## config.mk

```make
export PLATFORM = sky130hd
export DESIGN_NAME = softmax_top_k_expert_router
export DESIGN_NICKNAME = d
export VERILOG_FILES = /design/src/rtl/smtk_pkg.sv /design/src/rtl/smtk_ram.sv /design/src/rtl/smtk_exp.sv /design/src/rtl/smtk_div.sv /design/src/rtl/softmax_top_k_expert_router.sv
export VERILOG_INCLUDE_DIRS = /design/src /design/src/rtl
export SDC_FILE = /design/constraint.sdc
export NUM_CORES = 2
export LEC_CHECK = 0
export BUFFER_PORTS_ARGS = -buffer_cell sky130_fd_sc_hd__buf_2
export CORE_MARGIN = 3
export CORE_UTILIZATION = 65
export CTS_CLUSTER_DIAMETER = 120
export CTS_CLUSTER_SIZE = 28
export DETAILED_ROUTE_END_ITERATION = 6
export PLACE_DENSITY = 0.84
export SETUP_SLACK_MARGIN = 0.3
export SLEW_MARGIN = 20
export SYNTH_ARGS = -nofsm -noshare
export SYNTH_HDL_FRONTEND = slang
export SYNTH_HIERARCHICAL = 1
export SYNTH_SLANG_ARGS = --single-unit
export TNS_END_PERCENT = 30
```

## constraint.sdc

```tcl
create_clock -name clk -period 10.89 [get_ports clk]
set_input_delay 1.6335 -clock clk [delete_from_list [all_inputs] [get_ports clk]]
set_output_delay 1.6335 -clock clk [all_outputs]
set_load 0.05 [all_outputs]
```

## src/rtl/softmax_top_k_expert_router_assert.svh

```systemverilog
// Assertion macros shared by the router RTL.
`ifndef SOFTMAX_TOP_K_EXPERT_ROUTER_ASSERT_SVH
`define SOFTMAX_TOP_K_EXPERT_ROUTER_ASSERT_SVH

// Same-cycle implication, checked on every rising edge outside reset.
`define SMTK_ASSERT_NOW(lbl, clk, rst, ante, cons, msg) \
  lbl: assert property (@(posedge clk) disable iff (rst) (ante) |-> (cons)) \
    else $error(msg);

// Next-cycle implication, checked on every rising edge outside reset.
`define SMTK_ASSERT_NEXT(lbl, clk, rst, ante, cons, msg) \
  lbl: assert property (@(posedge clk) disable iff (rst) (ante) |=> (cons)) \
    else $error(msg);

`endif

```

## src/rtl/smtk_pkg.sv

```systemverilog
// ----------------------------------------------------------------------------
// smtk_pkg
// Shared types, widths and the exponential factor table of the expert router.
// ----------------------------------------------------------------------------
package smtk_pkg;

  localparam int LOGIT_W = 16;
  localparam int PROB_W  = 16;
  localparam int EXP_W   = 17;
  localparam int NUM_W   = 34;
  localparam int INDEX_W = 6;

  // Configuration register indexes.
  localparam logic CFG_EXPERT_COUNT = 1'b0;
  localparam logic CFG_PICKS_WANTED = 1'b1;

  // Response of the exponential unit.
  typedef struct packed {
    logic             done;
    logic [EXP_W-1:0] value;
  } exp_rsp_t;

  // Response of the divider.
  typedef struct packed {
    logic              done;
    logic [PROB_W-1:0] quotient;
  } div_rsp_t;

  // exp(-2^b / 256) in Q0.32 for b = 0..11.
  function automatic logic [31:0] exp_factor(input logic [3:0] b);
    logic [31:0] f;
    case (b)
      4'd0:    f = 32'd4278222805;
      4'd1:    f = 32'd4261543595;
      4'd2:    f = 32'd4228380000;
      4'd3:    f = 32'd4162825044;
      4'd4:    f = 32'd4034748382;
      4'd5:    f = 32'd3790295335;
      4'd6:    f = 32'd3344923893;
      4'd7:    f = 32'd2605029347;
      4'd8:    f = 32'd1580030169;
      4'd9:    f = 32'd581260616;
      4'd10:   f = 32'd78665070;
      4'd11:   f = 32'd1440801;
      default: f = 32'd0;
    endcase
    return f;
  endfunction

endpackage

```

## src/rtl/smtk_ram.sv

```systemverilog
// ----------------------------------------------------------------------------
// smtk_ram
// Generic single-write, single-read RAM with a registered read port.
// ----------------------------------------------------------------------------
module smtk_ram #(
  parameter int WIDTH = 17,
  parameter int DEPTH = 64
) (
  input  logic                     clk,
  input  logic                     we,
  input  logic [$clog2(DEPTH)-1:0] waddr,
  input  logic [WIDTH-1:0]         wdata,
  input  logic [$clog2(DEPTH)-1:0] raddr,
  output logic [WIDTH-1:0]         rdata
);

  logic [WIDTH-1:0] mem [DEPTH];

  // One write and one registered read per cycle.
  always_ff @(posedge clk) begin
    if (we) begin
      mem[waddr] <= wdata;
    end
    rdata <= mem[raddr];
  end

endmodule

```

## src/rtl/smtk_exp.sv

```systemverilog
// ----------------------------------------------------------------------------
// smtk_exp
// Iterative exponential: 65536 * exp(-d/256), one bit of d per cycle.
// ----------------------------------------------------------------------------
module smtk_exp
  import smtk_pkg::*;
(
  input  logic                 clk,
  input  logic                 rst,
  input  logic                 start,
  input  logic [LOGIT_W-1:0]   d,
  output exp_rsp_t             rsp
);

  logic        busy;
  logic        done;
  logic        zero;
  logic        one;
  logic [3:0]  cnt;
  logic [11:0] dbits;
  logic [31:0] acc;
  logic [31:0] factor;
  logic [63:0] prod;
  logic [32:0] rnd;

  // Rounded Q0.32 product for the current bit.
  assign factor = exp_factor(cnt);
  assign prod   = 64'(acc) * 64'(factor) + 64'h0000_0000_8000_0000;
  assign rnd    = {1'b0, acc} + 33'h0_0000_8000;

  // Walk the twelve bits of d; a distance of 16.0 or more gives zero.
  always_ff @(posedge clk) begin
    if (rst) begin
      busy <= 1'b0;
      done <= 1'b0;
    end else begin
      done <= 1'b0;
      if (start) begin
        if (d[15:12] != 4'd0) begin
          zero <= 1'b1;
          done <= 1'b1;
        end else begin
          zero  <= 1'b0;
          one   <= 1'b1;
          busy  <= 1'b1;
          cnt   <= 4'd0;
          dbits <= d[11:0];
        end
      end else if (busy) begin
        if (dbits[cnt]) begin
          if (one) begin
            acc <= factor;
            one <= 1'b0;
          end else begin
            acc <= prod[63:32];
          end
        end
        if (cnt == 4'd11) begin
          busy <= 1'b0;
          done <= 1'b1;
        end else begin
          cnt <= cnt + 4'd1;
        end
      end
    end
  end

  // Final rounding to Q0.16.
  always_comb begin
    rsp.done = done;
    if (zero) begin
      rsp.value = '0;
    end else if (one) begin
      rsp.value = 17'h1_0000;
    end else begin
      rsp.value = rnd[32:16];
    end
  end

endmodule

```

## src/rtl/smtk_div.sv

```systemverilog
// ----------------------------------------------------------------------------
// smtk_div
// Restoring divider, one quotient bit per cycle, saturated to 16 bits.
// ----------------------------------------------------------------------------
module smtk_div
  import smtk_pkg::*;
#(
  parameter int SW = 23
) (
  input  logic             clk,
  input  logic             rst,
  input  logic             start,
  input  logic [NUM_W-1:0] num,
  input  logic [SW-1:0]    den,
  output div_rsp_t         rsp
);

  localparam int CNT_W = $clog2(NUM_W);

  logic             busy;
  logic             done;
  logic [CNT_W-1:0] cnt;
  logic [NUM_W-1:0] numr;
  logic [NUM_W-1:0] quo;
  logic [SW:0]      rem;
  logic [SW-1:0]    den_r;
  logic [SW:0]      rem_sh;
  logic             fits;

  assign rem_sh = {rem[SW-1:0], numr[NUM_W-1]};
  assign fits   = rem_sh >= {1'b0, den_r};

  // Shift in one numerator bit and try a subtract each cycle.
  always_ff @(posedge clk) begin
    if (rst) begin
      busy <= 1'b0;
      done <= 1'b0;
    end else begin
      done <= 1'b0;
      if (start) begin
        busy  <= 1'b1;
        cnt   <= '0;
        numr  <= num;
        den_r <= den;
        rem   <= '0;
        quo   <= '0;
      end else if (busy) begin
        numr <= numr << 1;
        if (fits) begin
          rem <= rem_sh - {1'b0, den_r};
          quo <= {quo[NUM_W-2:0], 1'b1};
        end else begin
          rem <= rem_sh;
          quo <= {quo[NUM_W-2:0], 1'b0};
        end
        if (cnt == CNT_W'(NUM_W - 1)) begin
          busy <= 1'b0;
          done <= 1'b1;
        end else begin
          cnt <= cnt + CNT_W'(1);
        end
      end
    end
  end

  assign rsp.done     = done;
  assign rsp.quotient = (|quo[NUM_W-1:PROB_W]) ? {PROB_W{1'b1}} : quo[PROB_W-1:0];

endmodule

```

## src/rtl/softmax_top_k_expert_router.sv

```systemverilog
// ----------------------------------------------------------------------------
// softmax_top_k_expert_router
// Softmax top-k gating: stores one logit per transaction and, when a token is
// complete, emits the top experts with their softmax probabilities.
// ----------------------------------------------------------------------------
// Each input transaction that does not complete a token is taken without a
// stall. When any picks are wanted, the transaction that completes a token of
// n logits holds the input off while the token is worked through the logit
// RAM: for each expert one RAM read and the 12-step exponential unit for the
// exponential sum, then for each pick a scan over the RAM and, if an expert is
// found, the exponential and the bit-serial divider, then the result at the
// output register.
module softmax_top_k_expert_router
  import smtk_pkg::*;
#(
  parameter int MAX_EXPERTS = 64,
  parameter int MAX_PICKS   = 8
) (
  input  logic                clk,
  input  logic                rst,
  input  logic                cfg_write,
  input  logic [0:0]          cfg_index,
  input  logic [6:0]          cfg_data,
  input  logic                in_valid,
  output logic                in_stall,
  input  logic signed [15:0]  gate_logit,
  output logic                out_valid,
  input  logic                out_stall,
  output logic [INDEX_W-1:0]  expert_index,
  output logic                expert_found,
  output logic [PROB_W-1:0]   probability,
  output logic                last_pick
);

  `include "softmax_top_k_expert_router_assert.svh"

  localparam int EW = $clog2(MAX_EXPERTS);
  localparam int CW = $clog2(MAX_EXPERTS + 1);
  localparam int PW = $clog2(MAX_PICKS + 1);
  localparam int SW = EXP_W + EW;
  localparam int MW = LOGIT_W + 1;

  localparam logic [3:0] ST_IDLE      = 4'd0;
  localparam logic [3:0] ST_SUM_RD    = 4'd1;
  localparam logic [3:0] ST_SUM_EXP   = 4'd2;
  localparam logic [3:0] ST_SUM_WAIT  = 4'd3;
  localparam logic [3:0] ST_SEL       = 4'd4;
  localparam logic [3:0] ST_SEL_END   = 4'd5;
  localparam logic [3:0] ST_PICK_CHK  = 4'd6;
  localparam logic [3:0] ST_PICK_WAIT = 4'd7;
  localparam logic [3:0] ST_DIV_WAIT  = 4'd8;
  localparam logic [3:0] ST_OUT       = 4'd9;

  logic [3:0]          state;
  logic [6:0]          expert_count;
  logic [3:0]          picks_wanted;
  logic [CW-1:0]       arrival_count;
  logic signed [15:0]  running_maximum;

  logic [CW-1:0]       need;
  logic [PW-1:0]       picks_sat;
  logic                in_accept;
  logic [CW-1:0]       count_next;
  logic signed [15:0]  max_next;
  logic                complete;

  logic [CW-1:0]       n_lat;
  logic [PW-1:0]       picks_lat;
  logic signed [15:0]  max_lat;
  logic [SW-1:0]       sum;
  logic [EW-1:0]       idx;
  logic                cmp_valid;
  logic [EW-1:0]       cmp_idx;
  logic                found;
  logic [EW-1:0]       best;
  logic signed [15:0]  best_logit;
  logic [PW-1:0]       pick_cnt;
  logic [PROB_W-1:0]   prob;

  logic                ram_we;
  logic [EW-1:0]       ram_waddr;
  logic [MW-1:0]       ram_wdata;
  logic [MW-1:0]       ram_rdata;
  logic signed [15:0]  rd_logit;

  logic                exp_start;
  logic [LOGIT_W-1:0]  exp_d;
  exp_rsp_t            exp_rsp;
  logic                div_start;
  logic [NUM_W-1:0]    div_num;
  div_rsp_t            div_rsp;

  // Configuration registers.
  always_ff @(posedge clk) begin
    if (rst) begin
      expert_count <= 7'd64;
      picks_wanted <= 4'd6;
    end else if (cfg_write) begin
      unique case (cfg_index)
        CFG_EXPERT_COUNT: expert_count <= cfg_data;
        CFG_PICKS_WANTED: picks_wanted <= cfg_data[3:0];
        default: ;
      endcase
    end
  end

  // Clamp the configured counts to the supported range.
  always_comb begin
    if (expert_count == 7'd0) begin
      need = CW'(1);
    end else if (32'(expert_count) > MAX_EXPERTS) begin
      need = CW'(MAX_EXPERTS);
    end else begin
      need = CW'(expert_count);
    end
    if (32'(picks_wanted) > MAX_PICKS) begin
      picks_sat = PW'(MAX_PICKS);
    end else begin
      picks_sat = PW'(picks_wanted);
    end
  end

  // Arrival bookkeeping for the incoming transaction.
  assign in_stall  = (state != ST_IDLE);
  assign in_accept = in_valid && !in_stall;
  assign count_next = (32'(arrival_count) < MAX_EXPERTS) ?
                      arrival_count + CW'(1) : arrival_count;
  assign max_next  = (gate_logit > running_maximum) ? gate_logit : running_maximum;
  assign complete  = count_next >= need;

  // Logit RAM: each entry holds a picked mark above the logit.
  assign rd_logit = ram_rdata[LOGIT_W-1:0];

  always_comb begin
    ram_we    = 1'b0;
    ram_waddr = arrival_count[EW-1:0];
    ram_wdata = {1'b0, gate_logit};
    if (in_accept && (32'(arrival_count) < MAX_EXPERTS)) begin
      ram_we = 1'b1;
    end else if ((state == ST_PICK_CHK) && found) begin
      ram_we    = 1'b1;
      ram_waddr = best;
      ram_wdata = {1'b1, best_logit};
    end
  end

  smtk_ram #(
    .WIDTH(MW),
    .DEPTH(MAX_EXPERTS)
  ) u_logit_ram (
    .clk  (clk),
    .we   (ram_we),
    .waddr(ram_waddr),
    .wdata(ram_wdata),
    .raddr(idx),
    .rdata(ram_rdata)
  );

  // Exponential of the distance to the maximum, for the sum or for a pick.
  assign exp_start = (state == ST_SUM_EXP) || ((state == ST_PICK_CHK) && found);
  assign exp_d     = (state == ST_SUM_EXP) ? LOGIT_W'(max_lat - rd_logit)
                                           : LOGIT_W'(max_lat - best_logit);

  smtk_exp u_exp (
    .clk  (clk),
    .rst  (rst),
    .start(exp_start),
    .d    (exp_d),
    .rsp  (exp_rsp)
  );

  // Rounded probability numerator: e * 65536 + sum / 2.
  assign div_start = (state == ST_PICK_WAIT) && exp_rsp.done;
  assign div_num   = NUM_W'({exp_rsp.value, 16'h0000}) + NUM_W'(sum >> 1);

  smtk_div #(
    .SW(SW)
  ) u_div (
    .clk  (clk),
    .rst  (rst),
    .start(div_start),
    .num  (div_num),
    .den  (sum),
    .rsp  (div_rsp)
  );

  // Token sequencer.
  always_ff @(posedge clk) begin
    if (rst) begin
      state           <= ST_IDLE;
      arrival_count   <= '0;
      running_maximum <= 16'sh8000;
      cmp_valid       <= 1'b0;
    end else begin
      cmp_valid <= (state == ST_SEL);
      cmp_idx   <= idx;
      // Scan compare on the entry read in the previous cycle.
      if (cmp_valid && !ram_rdata[LOGIT_W] && (!found || (rd_logit > best_logit))) begin
        found      <= 1'b1;
        best       <= cmp_idx;
        best_logit <= rd_logit;
      end
      unique case (state)
        ST_IDLE: begin
          if (in_accept) begin
            if (complete) begin
              arrival_count   <= '0;
              running_maximum <= 16'sh8000;
              n_lat           <= count_next;
              max_lat         <= max_next;
              picks_lat       <= picks_sat;
              sum             <= '0;
              idx             <= '0;
              pick_cnt        <= '0;
              if (picks_sat != '0) begin
                state <= ST_SUM_RD;
              end
            end else begin
              arrival_count   <= count_next;
              running_maximum <= max_next;
            end
          end
        end
        ST_SUM_RD: begin
          state <= ST_SUM_EXP;
        end
        ST_SUM_EXP: begin
          state <= ST_SUM_WAIT;
        end
        ST_SUM_WAIT: begin
          if (exp_rsp.done) begin
            sum <= sum + SW'(exp_rsp.value);
            if (CW'(idx) == n_lat - CW'(1)) begin
              idx   <= '0;
              found <= 1'b0;
              state <= ST_SEL;
            end else begin
              idx   <= idx + EW'(1);
              state <= ST_SUM_RD;
            end
          end
        end
        ST_SEL: begin
          if (CW'(idx) == n_lat - CW'(1)) begin
            state <= ST_SEL_END;
          end else begin
            idx <= idx + EW'(1);
          end
        end
        ST_SEL_END: begin
          state <= ST_PICK_CHK;
        end
        ST_PICK_CHK: begin
          if (found) begin
            state <= ST_PICK_WAIT;
          end else begin
            prob  <= '0;
            state <= ST_OUT;
          end
        end
        ST_PICK_WAIT: begin
          if (exp_rsp.done) begin
            state <= ST_DIV_WAIT;
          end
        end
        ST_DIV_WAIT: begin
          if (div_rsp.done) begin
            prob  <= div_rsp.quotient;
            state <= ST_OUT;
          end
        end
        ST_OUT: begin
          if (!out_stall) begin
            if (last_pick) begin
              state <= ST_IDLE;
            end else begin
              pick_cnt <= pick_cnt + PW'(1);
              idx      <= '0;
              found    <= 1'b0;
              state    <= ST_SEL;
            end
          end
        end
        default: state <= ST_IDLE;
      endcase
    end
  end

  // Result register outputs.
  assign out_valid    = (state == ST_OUT);
  assign expert_found = found;
  assign expert_index = found ? INDEX_W'(best) : '0;
  assign probability  = prob;
  assign last_pick    = (pick_cnt + PW'(1)) == picks_lat;

  // No input transaction is taken while a result is offered.
  `SMTK_ASSERT_NOW(a_stall_on_result, clk, rst, out_valid, in_stall,
                   "input accepted while a result is pending")
  // A pick beyond the expert count carries a zero probability.
  `SMTK_ASSERT_NOW(a_empty_pick_zero, clk, rst, out_valid && !expert_found,
                   (probability == '0) && (expert_index == '0),
                   "empty pick with nonzero payload")
  // The arrival count is cleared while a token is being reported.
  `SMTK_ASSERT_NOW(a_count_cleared, clk, rst, out_valid, arrival_count == '0,
                   "arrival count not cleared during token results")
  // After the final result the block returns to taking logits.
  `SMTK_ASSERT_NEXT(a_back_to_idle, clk, rst, out_valid && !out_stall && last_pick,
                    !out_valid && !in_stall, "block did not return to idle")

endmodule

```

== Yosys cells after proc, flatten, opt, wreduce, memory -nomap -nowiden ==
Memory sizes are Yosys's and may differ from the RTL's. A register that Yosys moved wholly into a read port is not among the register bits.
Index checks and enable logic that the tools add are counted.

* Flip-flop bits (word level): 318
* Bits in writable memories: 1088
* ROM bits: 512
* Input port bits: 29
* Output and inout port bits: 26
* Logic and storage cells: 219
* Memories kept: 2

{| class="wikitable"
|+ Memory list
! name !! words !! width !! read ports !! clocked after memory_dff !! wr ports !! RTL line !! source
|-
| u_logit_ram.mem || 64 || 17 || 1 || 1 || 1 || smtk_ram.sv:17 || <nowiki>logic [WIDTH-1:0] mem [DEPTH];</nowiki>
|-
| (name not given) || 16 || 32 || 1 || 1 || 0 || smtk_pkg.sv:32 || <nowiki>case (b)</nowiki>
|}

* Add/sub/neg operators: 13
* Multiply operators: 1
* Magnitude comparators: 8
* Equality and inequality tests: 27
* Multiplexer cells: 89
* Bitwise logic cells: 5
* Reductions and logical operators: 43

{| class="wikitable"
|+ Operators with widths
! kind !! number
|-
| 2-to-1 mux 23 bit || 5
|-
| 2-to-1 mux 34 bit || 3
|-
| 2-to-1 mux 16 bit || 6
|-
| 2-to-1 mux 4 bit || 19
|-
| 2-to-1 mux 6 bit || 12
|-
| 2-to-1 mux 17 bit || 4
|-
| adder 64 x 32 -> 64 bit (second input constant) || 1
|-
| multiplier 32 x 32 -> 64 bit || 1
|-
| one-hot mux 23 bit (2 select lines) || 1
|-
| one-hot mux 4 bit (10 select lines) || 1
|-
| adder 33 x 22 -> 34 bit || 1
|-
| adder 32 x 16 -> 33 bit (second input constant) || 1
|-
| greater-than comparator 16 bit || 2
|-
| 2-to-1 mux 32 bit || 1
|-
| one-hot mux 16 bit (2 select lines) || 1
|-
| subtractor 16 bit || 2
|-
| 2-to-1 mux 7 bit || 4
|-
| 2-to-1 mux 1 bit || 26
|-
| greater-or-equal comparator 24 x 23 -> 1 bit || 1
|-
| one-hot mux 6 bit (4 select lines) || 1
|-
| adder 23 x 17 -> 23 bit || 1
|-
| subtractor 23 bit || 1
|-
| != test 2 bit (second input constant) || 10
|-
| AND reduction 4 bit || 5
|-
| other kinds (36) || 76
|}

== Longest topological paths before layout ==
* Word-level depth: 7
* Mapped depth: 27
* Gate-level depth less buffers: 25

== Hierarchy ==
The synthesis kept the hierarchy.

{| class="wikitable"
|+ By module, submodules not included
! module !! times used !! cells each !! area each (sq um) !! sequential area each (sq um)
|-
| smtk_ram || 1 || 1875 || 42117.9 || 33011.7
|-
| smtk_exp || 1 || 3981 || 36820.3 || 2182.1
|-
| softmax_top_k_expert_router || 1 || 916 || 9222.6 || 3933.8
|-
| smtk_div || 1 || 528 || 6324.8 || 3643.5
|}

== Least setup slack after synthesis ==
OpenSTA, ideal clock, no wires.

* Path kind: register to register
* Start: register u_exp.acc[30]
* End: register u_exp.acc[30] (data pin)
* Library setup time: 0.256 ns
* Arrival time: 7.174 ns
* Required time: 10.634 ns
* Setup slack: 3.460 ns
* Stages on the path, launching flop included: 24
* Path buffers: 2
* Clock period less this slack: 7.430 ns
* Path through: edfxtp_1 > clkbuf_1 > clkbuf_1 > and2_1 > fa_1 > fa_1 > inv_1 > fa_1 > fa_1 > inv_1 > fa_1 > fa_1 > fa_1 > fa_1 > ha_1 > a21o_1 > a21o_1 > a21o_1 > a311oi_1 > nor3b_2 > a2111oi_2 > or2_1 > a311o_1 > a41o_1

* Cells in the longest elaborated chain, start to end: 3

{| class="wikitable"
|+ Ends and longest elaborated chain
! what !! RTL line !! source
|-
| start, declared || smtk_exp.sv:21 || <nowiki>logic [31:0] acc;</nowiki>
|-
| start signal, assigned || smtk_exp.sv:52 || <nowiki>acc <= factor;</nowiki>
|-
| start signal, assigned || smtk_exp.sv:55 || <nowiki>acc <= prod[63:32];</nowiki>
|-
| multiplier 32 x 32 -> 64 bit || smtk_exp.sv:28 || <nowiki>assign prod = 64'(acc) * 64'(factor) + 64'h0000_0000_8000_0000;</nowiki>
|-
| adder 64 x 32 -> 64 bit || smtk_exp.sv:28 ||
|-
| 2-to-1 mux 32 bit || smtk_exp.sv:51 || <nowiki>if (one) begin</nowiki>
|}

Every way passes these cells.
A chain may end at the register's enable or synchronous reset.

== Worst setup path in the final report ==
* Start: register u_exp/factor[9] (netlist name)
* End: register u_exp.acc[27] (data pin)

* Cells in the longest elaborated chain, start to end: 3

{| class="wikitable"
|+ Ends and longest elaborated chain
! what !! RTL line
|-
| multiplier 32 x 32 -> 64 bit || smtk_exp.sv:28
|-
| adder 64 x 32 -> 64 bit || smtk_exp.sv:28
|-
| 2-to-1 mux 32 bit || smtk_exp.sv:51
|}

Every way passes these cells.

==> summary.md <==
| Metric | Value |
|---|---|
| Drt drc | 13 |
| First DRT Iteration DRCs | 6929 |
| WHS Path Cells | 0 |
| Pin count of the biggest net entering global routing | 121 |
| Actual slew at the worst max-slew pin | 1180 ps |
| FF+latch count, synth | 1455 |
| Avg Cell Area, Syn | 12.9 sq um |
| Startpoint class of the critical path | flop |
| Global route overflow | 0 |
| Clock H-tree levels | 2 |
| Final setup vio count | 0 |
| Syn nets | 8634 |
| Status | finished, violations left |
| Effective utilization at floorplan | 65.6% |
| Period Utilization, post-route | 82.4% |
| Post-CTS setup buffers | 0 |
| Height of the die | 387 um |
| CTS tree | built |
| Num ports | 55 |
| Worst hold path type | flop to flop |
| Die Width | 387 um |
| Post-cts hold buffer count | 0 |
| Post-synthesis sequential area ratio | 45.3% |
| Mapped Area | 94500 sq um |
| Failing checks | design-rule violations |
| Max-slew headroom | 21.1% |
| Vias in the first global route | 61783 |
| Detailed Place HPWL | 168 mm |
| Placed Cells | 9034 |
| Post-synthesis cell count | 7300 |
| Worst Setup End Kind | flop |
| Ys async rst share | 0% |
| Drt wl/cell | 27.0 um |
| Initial antenna violation count | 6 |
| Clock Skew | 68.9 ps |
| Clock Tree Buf Depth | 3 |
| Fin crit period | 8970 ps |
| Drt total wl | 247 mm |
| Area delta synth->final | 4.74% |
| Post-route antenna net violation count | 0 |
| Worst Reg2Reg Path Length in Cells | 22 |
| WP data arrival | 9530 ps |
| Vias/cell | 6.49 |
| Max-cap violations | 0 |
| Via Count | 59381 |
| Final hold violations | 0 |
| NumNets Final | 8529 |
| Fin. max-slew vios | 0 |
| Final TNS setup | 0 ps |
| Worst-path clk slew | 110 ps |
| GRT Total Usage | 33.4% |
| F_max | 111 MHz |
| TritonRoute pass-1 iters | 7 |
| # port buffers | 54 |
| Worst EP required | 11450 ps |
| Core footprint | 144000 sq um |
| Global-route wire length before repair | 378 mm |
| Clock root buffer | clkbuf_16 |
| Layout cells sized above 1 | 10.3% |
| TritonCTS Buffers | 61 |
| Synth Flop Type | edfxtp_1 |
| CTS Sinks | 1455 |
| Crit path kind | flop to flop |
| Distinct cells, synth | 100 |
| PostCTS Resize Cnt | 0 |
| Yosys warning count | 6 |
| Fill cells | 9406 |
| Non-Filler Instances | 9155 |
| Clock Latency Late Sink | 770 ps |
| RePlAce Congestion | 1.01 |
| Number of synthesized flops with an enable pin | 1363 |
| Worst hold slack | 432 ps |
| Die area | 150000 sq um |
| CP Max Fanout | 22 |
| RSZ-0062 raised after global routing | false |
| Row Count | 139 |
==> cell usage after synthesis, types with 44 or more instances <==
cell type	n	area, sq um
xnor2_1	67	587
ha_1	405	5070
dfxtp_1	92	1840
edfxtp_1	1363	40900
nand2_1	603	2260
a21o_1	54	405
nor2b_1	73	457
nor3_1	65	325
a211oi_1	45	338
nand3_1	67	335
buf_2	48	240
mux2_2	91	1020
a21oi_1	197	986
and2_1	679	4250
nor2_1	250	938
inv_1	980	3680
xor2_1	44	385
mux2i_1	51	510
o21ai_0	124	621
fa_1	900	18000
mux4_2	275	6190
clkbuf_1	309	1160
==> path summary, 6_finish.rpt <==
| path | slack, ps | endpoint | start |
|---|---|---|---|
| min reg2reg | 430 | best[0] | cmp_idx[0] |
| min | 430 | best[0] | cmp_idx[0] |
| max reg2reg | 1920 | u_exp/acc[27] | u_exp/factor[9] |
| max | 1920 | u_exp/acc[27] | u_exp/factor[9] |
==> per-stage QoR <==
stage	util [%]	worst slack [ps]	area [sq um]
floorplan	-	3460	94500
global placement	67.3	2190	97000
detailed placement	67.3	2170	97000
CTS	68.7	2060	98900
global route	68.7	1650	99000
finish	68.7	1920	99000
==> cell families (layout without fill, tap and decap cells) <==
| kind of cell | after synthesis | after routing | synth area share [%] |
|---|---|---|---|
| adder cells (fa/ha/maj) | 1305 | 1305 | 24.4 |
| AO/OA/AOI/OAI | 695 | 695 | 4.95 |
| flip-flops | 1455 | 1455 | 45.3 |
| AND/OR/NAND/NOR | 1937 | 1937 | 10.5 |
| buffers and inverters | 1380 | 1322 | 5.62 |
| XOR/XNOR | 111 | 111 | 1.03 |
| multiplexers | 417 | 417 | 8.18 |
| other | 0 | 10 | 0 |
==> layer usage <==
metal / GRT usage [%] / wire (um)
met5: 0 / 0
met4: 17.3 / 15800
met3: 7.19 / 28400
met2: 53.5 / 117000
met1: 43.6 / 86300
==> cell usage in the layout, fill, tap and decap left out, types with 11 or more instances in the layout <==
master | netlist | routed
edfxtp_1 | 1363 | 1363
inv_1 | 980 | 980
fa_1 | 900 | 900
and2_1 | 679 | 679
nand2_1 | 603 | 603
ha_1 | 405 | 405
mux4_2 | 275 | 275
nor2_1 | 250 | 246
a21oi_1 | 197 | 197
buf_4 | 12 | 173
o21ai_0 | 124 | 123
mux2_2 | 91 | 87
dfxtp_1 | 92 | 81
nor2b_1 | 73 | 71
xnor2_1 | 67 | 67
nand3_1 | 67 | 67
clkbuf_16 | 0 | 62
nor3_1 | 65 | 60
a21o_1 | 54 | 54
buf_2 | 48 | 54
mux2i_1 | 51 | 51
xor2_1 | 44 | 44
a211oi_1 | 45 | 44
nand2b_1 | 42 | 42
clkbuf_1 | 309 | 36
nand4_1 | 34 | 34
a22o_1 | 32 | 32
and3_1 | 32 | 31
o21a_1 | 25 | 25
a31oi_1 | 24 | 24
o22ai_1 | 22 | 22
o221ai_1 | 18 | 18
o21bai_1 | 17 | 17
a22oi_1 | 15 | 15
o31ai_1 | 14 | 14
or2_2 | 13 | 13
or3_1 | 13 | 13
a32oi_1 | 13 | 13
nor4_1 | 12 | 12
dfxtp_2 | 0 | 11
==> state kept, by name, indices dropped and copies added, names as in the netlist, 7 cells and up <==
name               count
arrival_count          7
u_div/quo             34
u_div/numr            34
u_div/den_r           23
u_exp/dbits           12
u_logit_ram/mem     1088
best_logit            16
probability           16
sum                   23
running_maximum       16
u_logit_ram/rdata     17
u_exp/acc             32
max_lat               16
u_div/rem             23
u_exp/factor          32
expert_count           7
n_lat                  7
==> area by class of cell <==
type	count	area (sq um)	area share (%)
multi-input cells	4465	46500	47.0
repair buffers	231	1660	1.67
clock buffers	98	1690	1.70
diodes	10	25.0	0.0253
inverters	981	3680	3.72
flip-flops and latches	1455	42800	43.2
clock inverters	12	238	0.240
well taps	1903	2380	2.41
==> critical path: stages, from the launching register on <==
cell      delay (ps)
dfxtp_1         1110
buf_4            300
and2_1           160
fa_1             470
fa_1             550
inv_1             60
fa_1             560
fa_1             450
fa_1             550
inv_1             50
fa_1             460
fa_1             570
fa_1             440
ha_1             360
nand4_1          160
nor3_1           330
nand4_1          140
o311ai_1         560
o21ai_0          390
a211oi_1         400
o32ai_1          210
o311a_1          310
nor3_1           180
Power is left out: the tool's default activity adds up to more than one toggle a clock period on the data nets, which glitch-free logic cannot reach.
